==> src/hw/rtl/wcl_pkg.sv <==
// Shared widths, constants and types for the windowed CPU load block.
// No dependencies; used by wcl_pct_div and windowed_cpu_load_percent.
package wcl_pkg;

    localparam int TICK_W      = 48;
    localparam int HIST_W      = 50;
    localparam int PCT_W       = 7;
    localparam int PROD_W      = HIST_W + PCT_W;
    localparam int IN_TDATA_W  = 4 * TICK_W;
    localparam int OUT_TDATA_W = 8;

    localparam logic [PCT_W-1:0] PCT_SCALE = 7'd100;

    typedef struct packed {
        logic              start;
        logic              kill;
        logic [HIST_W-1:0] num;
        logic [HIST_W-1:0] den;
    } wcl_div_req_t;

endpackage

==> src/hw/rtl/wcl_pct_div.sv <==
// Percent unit: scales the busy delta by 100 and divides by the total delta,
// one quotient bit per cycle, with saturation at 100. Depends on wcl_pkg.
module wcl_pct_div (
    input  logic                        aclk,
    input  logic                        aresetn,
    input  wcl_pkg::wcl_div_req_t       req,
    output logic                        done,
    output logic [wcl_pkg::PCT_W-1:0]   pct
);

    localparam logic [1:0] D_IDLE  = 2'd0;
    localparam logic [1:0] D_SCALE = 2'd1;
    localparam logic [1:0] D_STEP  = 2'd2;

    localparam int CNT_W = $clog2(wcl_pkg::PCT_W);
    localparam logic [CNT_W-1:0] LAST_STEP = CNT_W'(wcl_pkg::PCT_W - 1);

    logic [1:0]                   state_reg, state_next;
    logic                         done_reg, done_next;
    logic [CNT_W-1:0]             cnt_reg, cnt_next;
    logic                         kill_reg, kill_next;
    logic                         sat_reg, sat_next;
    logic [wcl_pkg::HIST_W-1:0]   num_reg, num_next;
    logic [wcl_pkg::HIST_W-1:0]   den_reg, den_next;
    logic [wcl_pkg::PROD_W-1:0]   rem_reg, rem_next;
    logic [wcl_pkg::PROD_W-1:0]   div_reg, div_next;
    logic [wcl_pkg::PCT_W-1:0]    quo_reg, quo_next;
    logic [wcl_pkg::PROD_W-1:0]   prod;

    // times one hundred as 64 + 32 + 4
    assign prod = wcl_pkg::PROD_W'({num_reg, 6'b0})
                + wcl_pkg::PROD_W'({num_reg, 5'b0})
                + wcl_pkg::PROD_W'({num_reg, 2'b0});

    always_comb begin
        state_next = state_reg;
        done_next  = 1'b0;
        cnt_next   = cnt_reg;
        kill_next  = kill_reg;
        sat_next   = sat_reg;
        num_next   = num_reg;
        den_next   = den_reg;
        rem_next   = rem_reg;
        div_next   = div_reg;
        quo_next   = quo_reg;
        case (state_reg)
            D_IDLE: begin
                if (req.start) begin
                    num_next   = req.num;
                    den_next   = req.den;
                    kill_next  = req.kill;
                    state_next = D_SCALE;
                end
            end
            D_SCALE: begin
                rem_next   = prod;
                div_next   = wcl_pkg::PROD_W'({den_reg, {(wcl_pkg::PCT_W-1){1'b0}}});
                kill_next  = kill_reg | (den_reg == '0);
                sat_next   = (num_reg >= den_reg);
                cnt_next   = '0;
                quo_next   = '0;
                state_next = D_STEP;
            end
            D_STEP: begin
                if (rem_reg >= div_reg) begin
                    rem_next = rem_reg - div_reg;
                    quo_next = {quo_reg[wcl_pkg::PCT_W-2:0], 1'b1};
                end else begin
                    quo_next = {quo_reg[wcl_pkg::PCT_W-2:0], 1'b0};
                end
                div_next = div_reg >> 1;
                cnt_next = cnt_reg + 1'b1;
                if (cnt_reg == LAST_STEP) begin
                    done_next  = 1'b1;
                    state_next = D_IDLE;
                end
            end
            default: begin
                state_next = D_IDLE;
            end
        endcase
    end

    always_ff @(posedge aclk) begin
        if (!aresetn) begin
            state_reg <= D_IDLE;
            done_reg  <= 1'b0;
        end else begin
            state_reg <= state_next;
            done_reg  <= done_next;
        end
    end

    always_ff @(posedge aclk) begin
        cnt_reg  <= cnt_next;
        kill_reg <= kill_next;
        sat_reg  <= sat_next;
        num_reg  <= num_next;
        den_reg  <= den_next;
        rem_reg  <= rem_next;
        div_reg  <= div_next;
        quo_reg  <= quo_next;
    end

    assign done = done_reg;
    assign pct  = kill_reg ? '0 : (sat_reg ? wcl_pkg::PCT_SCALE : quo_reg);

endmodule

==> src/hw/rtl/windowed_cpu_load_percent.sv <==
// Windowed CPU load: ring history of (busy, total) snapshots in one memory,
// percent of busy ticks over the window. Depends on wcl_pkg, wcl_pct_div.
//
// channel  dir  tdata fields (lowest bit up)                         tuser
// s_       in   user_ticks, nice_ticks, system_ticks, idle_ticks     -
// m_       out  load_percent, one zero pad bit                       -
//
// An item passes through the load, total, diff, calc and out states in turn,
// and no new item is accepted before its result enters the output register;
// the seven-step quotient loop in wcl_pct_div takes most of that time.
// Reset clears the pointer and the per-entry valid bits; an invalid entry
// reads as zero. A stalled result holds in the output register while the
// next item is accepted.
module windowed_cpu_load_percent #(
    parameter int WINDOW = 2
) (
    input  logic                              aclk,
    input  logic                              aresetn,
    input  logic                              s_tvalid,
    output logic                              s_tready,
    // user_ticks, nice_ticks, system_ticks, idle_ticks
    input  logic [wcl_pkg::IN_TDATA_W-1:0]    s_tdata,
    output logic                              m_tvalid,
    input  logic                              m_tready,
    // load_percent, zero pad
    output logic [wcl_pkg::OUT_TDATA_W-1:0]   m_tdata
);

    localparam int PTR_W = (WINDOW > 1) ? $clog2(WINDOW) : 1;
    localparam int TW    = wcl_pkg::TICK_W;
    localparam int HW    = wcl_pkg::HIST_W;

    localparam logic [2:0] S_IDLE  = 3'd0;
    localparam logic [2:0] S_LOAD  = 3'd1;
    localparam logic [2:0] S_TOTAL = 3'd2;
    localparam logic [2:0] S_DIFF  = 3'd3;
    localparam logic [2:0] S_CALC  = 3'd4;
    localparam logic [2:0] S_OUT   = 3'd5;

    logic [2:0]               state_reg, state_next;
    logic [PTR_W-1:0]         ptr_reg, ptr_next;
    logic [WINDOW-1:0]        valid_reg, valid_next;
    logic [TW-1:0]            user_reg, nice_reg, system_reg, idle_reg;
    logic [HW-1:0]            busy_reg, busy_next;
    logic [HW-1:0]            total_reg, total_next;
    logic [wcl_pkg::PCT_W-1:0] pct_reg, pct_next;
    logic                     m_tvalid_reg, m_tvalid_next;
    logic [wcl_pkg::PCT_W-1:0] m_pct_reg, m_pct_next;

    logic [2*HW-1:0]          hist_mem [WINDOW];
    logic [2*HW-1:0]          rd_pair_reg;
    logic                     rd_valid_reg;
    logic                     rd_en, wr_en;

    logic                     s_accept;
    logic [HW-1:0]            old_busy, old_total;
    logic [HW:0]              busy_diff, total_diff;
    wcl_pkg::wcl_div_req_t    div_req;
    logic                     div_done;
    logic [wcl_pkg::PCT_W-1:0] div_pct;

    assign s_tready = (state_reg == S_IDLE);
    assign s_accept = s_tvalid && s_tready;
    assign rd_en    = s_accept;
    assign wr_en    = (state_reg == S_DIFF);

    assign old_busy   = rd_valid_reg ? rd_pair_reg[2*HW-1:HW] : '0;
    assign old_total  = rd_valid_reg ? rd_pair_reg[HW-1:0]    : '0;
    assign busy_diff  = {1'b0, busy_reg}  - {1'b0, old_busy};
    assign total_diff = {1'b0, total_reg} - {1'b0, old_total};

    // drop the item when the slot is empty or either counter goes back
    assign div_req.start = wr_en;
    assign div_req.kill  = (old_total == '0) | total_diff[HW] | busy_diff[HW];
    assign div_req.num   = busy_diff[HW-1:0];
    assign div_req.den   = total_diff[HW-1:0];

    wcl_pct_div u_div (
        .aclk    (aclk),
        .aresetn (aresetn),
        .req     (div_req),
        .done    (div_done),
        .pct     (div_pct)
    );

    always_ff @(posedge aclk) begin
        if (wr_en) begin
            hist_mem[ptr_reg] <= {busy_reg, total_reg};
        end
        if (rd_en) begin
            rd_pair_reg <= hist_mem[ptr_reg];
        end
    end

    always_comb begin
        state_next    = state_reg;
        ptr_next      = ptr_reg;
        valid_next    = valid_reg;
        busy_next     = busy_reg;
        total_next    = total_reg;
        pct_next      = pct_reg;
        m_pct_next    = m_pct_reg;
        m_tvalid_next = m_tvalid_reg;
        if (m_tvalid_reg && m_tready) begin
            m_tvalid_next = 1'b0;
        end
        case (state_reg)
            S_IDLE: begin
                if (s_accept) begin
                    state_next = S_LOAD;
                end
            end
            S_LOAD: begin
                busy_next  = HW'(user_reg) + HW'(nice_reg) + HW'(system_reg);
                state_next = S_TOTAL;
            end
            S_TOTAL: begin
                total_next = busy_reg + HW'(idle_reg);
                state_next = S_DIFF;
            end
            S_DIFF: begin
                valid_next[ptr_reg] = 1'b1;
                if (ptr_reg == PTR_W'(WINDOW - 1)) begin
                    ptr_next = '0;
                end else begin
                    ptr_next = ptr_reg + 1'b1;
                end
                state_next = S_CALC;
            end
            S_CALC: begin
                if (div_done) begin
                    pct_next   = div_pct;
                    state_next = S_OUT;
                end
            end
            S_OUT: begin
                if (!m_tvalid_reg || m_tready) begin
                    m_pct_next    = pct_reg;
                    m_tvalid_next = 1'b1;
                    state_next    = S_IDLE;
                end
            end
            default: begin
                state_next = S_IDLE;
            end
        endcase
    end

    always_ff @(posedge aclk) begin
        if (!aresetn) begin
            state_reg    <= S_IDLE;
            ptr_reg      <= '0;
            valid_reg    <= '0;
            m_tvalid_reg <= 1'b0;
        end else begin
            state_reg    <= state_next;
            ptr_reg      <= ptr_next;
            valid_reg    <= valid_next;
            m_tvalid_reg <= m_tvalid_next;
        end
    end

    always_ff @(posedge aclk) begin
        if (s_accept) begin
            user_reg     <= s_tdata[TW-1:0];
            nice_reg     <= s_tdata[2*TW-1:TW];
            system_reg   <= s_tdata[3*TW-1:2*TW];
            idle_reg     <= s_tdata[4*TW-1:3*TW];
            rd_valid_reg <= valid_reg[ptr_reg];
        end
        busy_reg  <= busy_next;
        total_reg <= total_next;
        pct_reg   <= pct_next;
        m_pct_reg <= m_pct_next;
    end

    assign m_tvalid = m_tvalid_reg;
    assign m_tdata  = {{(wcl_pkg::OUT_TDATA_W - wcl_pkg::PCT_W){1'b0}}, m_pct_reg};

`ifndef SYNTH
    a_accept_starts: assert property (@(posedge aclk) disable iff (!aresetn)
        s_accept |=> state_reg == S_LOAD)
        else $error("accepted item did not start processing");

    a_result_from_out: assert property (@(posedge aclk) disable iff (!aresetn)
        $rose(m_tvalid_reg) |-> $past(state_reg) == S_OUT)
        else $error("result raised outside the output step");

    a_pct_range: assert property (@(posedge aclk) disable iff (!aresetn)
        m_tvalid_reg |-> m_pct_reg <= wcl_pkg::PCT_SCALE)
        else $error("load percent above 100");

    a_ptr_range: assert property (@(posedge aclk) disable iff (!aresetn)
        ptr_reg <= PTR_W'(WINDOW - 1))
        else $error("ring pointer out of range");

    a_done_in_calc: assert property (@(posedge aclk) disable iff (!aresetn)
        div_done |-> state_reg == S_CALC)
        else $error("divider finished while no item waits for it");
`endif

endmodule
==> config.mk <==
export PLATFORM = sky130hd
export DESIGN_NAME = windowed_cpu_load_percent
export DESIGN_NICKNAME = d
export VERILOG_FILES = /design/src/hw/rtl/wcl_pkg.sv /design/src/hw/rtl/wcl_pct_div.sv /design/src/hw/rtl/windowed_cpu_load_percent.sv
export SDC_FILE = /design/constraint.sdc
export NUM_CORES = 2
export LEC_CHECK = 0
export BUFFER_PORTS_ARGS = -buffer_cell sky130_fd_sc_hd__buf_2
export CELL_PAD_IN_SITES_DETAIL_PLACEMENT = 0
export CELL_PAD_IN_SITES_GLOBAL_PLACEMENT = 1
export CORE_ASPECT_RATIO = 0.75
export CORE_UTILIZATION = 55
export CTS_CLUSTER_DIAMETER = 80
export CTS_CLUSTER_SIZE = 25
export DETAILED_ROUTE_END_ITERATION = 8
export PLACE_DENSITY = 0.83
export SLEW_MARGIN = 15
export SYNTH_ARGS = -nofsm -noshare
export SYNTH_HDL_FRONTEND = slang
export SYNTH_HIERARCHICAL = 1
export SYNTH_SLANG_ARGS = --single-unit
==> constraint.sdc <==
create_clock -name aclk -period 18.98 [get_ports aclk]
set_input_delay 4.745 -clock aclk [delete_from_list [all_inputs] [get_ports aclk]]
set_output_delay 4.745 -clock aclk [all_outputs]
set_load 0.02 [all_outputs]
==> out/metrics.yaml <==
outcome: "finished clean"
finalMaxSlewViolations: 0
die_x_um: 345
yosysMostFrequentCell: "edfxtp_1"
ys_warn_count: 6
ctsHoldBuffers: 0
grt_max_degree: 174
grt_pass1_vias: 30200
synth_compound_area_share_pct: 14.7
synth_edf_count: 832
cp_max_fo: 9
clock-skew-final_ns: 0.0405
cts_tree: "built"
leakage_uw: 0.0198
synthSimpleGateAreaFrac_pct: 9.88
p_seq_share_pct: 46.3
setup_viol: 0
clock_sinks: 842
dieArea_sq_um: 89600
grt_usage_pct: 23.4
drt_pass1_iterations: 5
synth_top_area_share_pct: 51.4
worstSetupPathType: "flip-flop to output pin"
p_clk_share_pct: 20.8
crit_family: "flip-flops"
nNetsFinal: 4929
synth_commonest_cells: "edfxtp_1 (832), nand2_1 (364), ha_1 (360)"
wl_per_cell_um: 19.4
cp_num_buf_inv: 1
routed_wl_mm: 105
num_rows: 94
synth_top_family_by_area: "compound AO/OA/AOI/OAI gates"
ys_ff_latch: 842
fin_ws_ns: 12.68
switching_share_pct: 33.8
dp.cells: 5378
syn_nets: 4795
cpPeakStageDelay_ns: 0.42
vias_per_cell: 5.77
post_cts_buffers: 0
post_dp_cell_area_sq_um: 50700
pwr_density_cell_nw_per_um2: 100
drt_iter0_drc: 2666
r2r_setup_slack_ns: 13.91
async_reset_ff_share_pct: 0
grt_setup_unrepaired: "no"
r2r_cells: 16
cp-start-kind: "flip-flop"
crit_slowest_cell: "dfxtp_1"
peakVddDrop_mv: 0.0935
post_cts_resized: 0
htreeDepth: 2
synth_cell_types: 81
cp.depth: 2
setup_tns_ns: 0
synthAdderAreaFrac_pct: 13.4
final_cells: 5444
synth_ff_type: "edfxtp_1"
initial_core_util_pct: 55.5
globalplace.congestion: 0.930
areaGrowthSynthToFinish_pct: 7.33
io_pins: 206
maxCapViolations: 0
synthXorXnorAreaFrac_pct: 4.94
max_slew_margin_pct: 36.2
internal-power_uw: 3460
largest_reg_flops: 200
synthTopCellsByArea: "edfxtp_1 (51%), ha_1 (9.3%), fa_1 (4.1%)"
hold_depth: 0
vias: 31400
clockBufferDepth: 3
finalCritPeriodShare_pct: 33.2
crit_required_ns: 14.24
final_area_sq_um: 52200
tightestPinTransition_ns: 0.948
dp_hpwl_mm: 81.3
min_path_type: "flip-flop to flip-flop"
clk_pin_slew_ns: 0.10
ys_seq_area_share_pct: 51.8
die_h_um: 259
fmax_mhz: 159
syn-cell-area_sq_um: 48600
clkLatencyLatePin_ns: 0.66
finalHoldViolations: 0
fin_crit_ns: 6.30
cts-root-buf: "clkbuf_16"
drc: 0
cp-end-kind: "output pin"
drive_above_1_share_pct: 10.3
synth_top_area_cell: "edfxtp_1"
gr-total-overflow: 0
grt_antenna_before_repair: 6
cts_buffers: 45
synthMuxAreaShare_pct: 2.72
port_buffers: 204
place_ws_ns: 12.21
p_comb_share_pct: 32.9
worstPathArrival_ns: 1.56
syn_area_per_cell_sq_um: 11.7
synth_cells: 4139
worstPathCellList: "nor3_1, buf_2"
p_sw_uw: 1770
core_sq_um: 87600
finalPower_uw: 5220
grt_pass1_wl_mm: 165
ant_nets: 0
-- layer usage --
| layer | GRT usage, % | part of all wire, % |
|---|---|---|
| met5 | 0 | 0 |
| met4 | 7.14 | 3.0 |
| met3 | 2.36 | 4.1 |
| met2 | 34.6 | 42 |
| met1 | 36.3 | 51 |
-- power by group through the flow --
stage	clock, uW	sequential (uW)	combinational [uW]
4_1_cts	1120	2420	1700
2_1_floorplan	0	2430	1260
3_3_place_gp	0	2450	1680
5_1_grt	1180	2440	1910
6_report	1090	2420	1720
3_5_place_dp	0	2460	1690
-- final timing paths --
kind,from,to
worst min register to register,pct_reg[3]$_DFFE_PP_,m_pct_reg[3]$_DFFE_PP_
worst max-delay path,state_reg[2]$_SDFFE_PN0P_,s_tready
worst min-delay path,pct_reg[3]$_DFFE_PP_,m_pct_reg[3]$_DFFE_PP_
worst max register to register,rd_valid_reg$_DFFE_PP_,u_div/kill_reg$_DFFE_PP_
-- cell type report --
class | count | area (sq um)
antenna | 1 | 2.50
tap | 1152 | 1440
multi-input combinational | 2976 | 22200
clock inverter | 17 | 253
clock buffer | 48 | 1180
inverter | 189 | 709
timing repair buffer | 219 | 1150
sequential | 842 | 25200
fill | 7123 | 35500
-- cells by family (layout without fill, tap and decap cells) --
family / count (synthesis) / count (layout)
simple gates: 997 / 997
buf+inv: 321 / 473
flops: 842 / 842
compound gates: 1126 / 1126
xor+xnor: 274 / 274
mux: 118 / 118
other cells: 1 / 2
fa+ha+maj: 460 / 460
-- cells in the final DEF, fill, tap and decap left out, types with 26 or more instances in the layout --
cell type	count
edfxtp_1	832
nand2_1	364
ha_1	358
a21oi_1	338
o21ai_0	255
buf_2	204
a21o_1	194
inv_1	189
nor2_1	181
xnor2_1	177
mux2_2	111
fa_1	100
xor2_1	97
nand3_1	74
nand4_1	71
nor2b_1	57
and2_1	47
clkbuf_16	47
nand2b_1	45
nor3_1	42
o21a_1	40
a211oi_1	36
a31oi_1	35
o21bai_1	34
and3_1	33
o31ai_1	26
-- stage by stage --
step	util, %	hold WS (ns)
2_1_floorplan	-	0.400
3_3_place_gp	57.9	0.405
3_5_place_dp	57.9	0.405
4_1_cts	59.5	0.428
5_1_grt	59.5	0.433
6_report	59.5	0.428
Note: power is estimated with default switching activity, not from simulation.
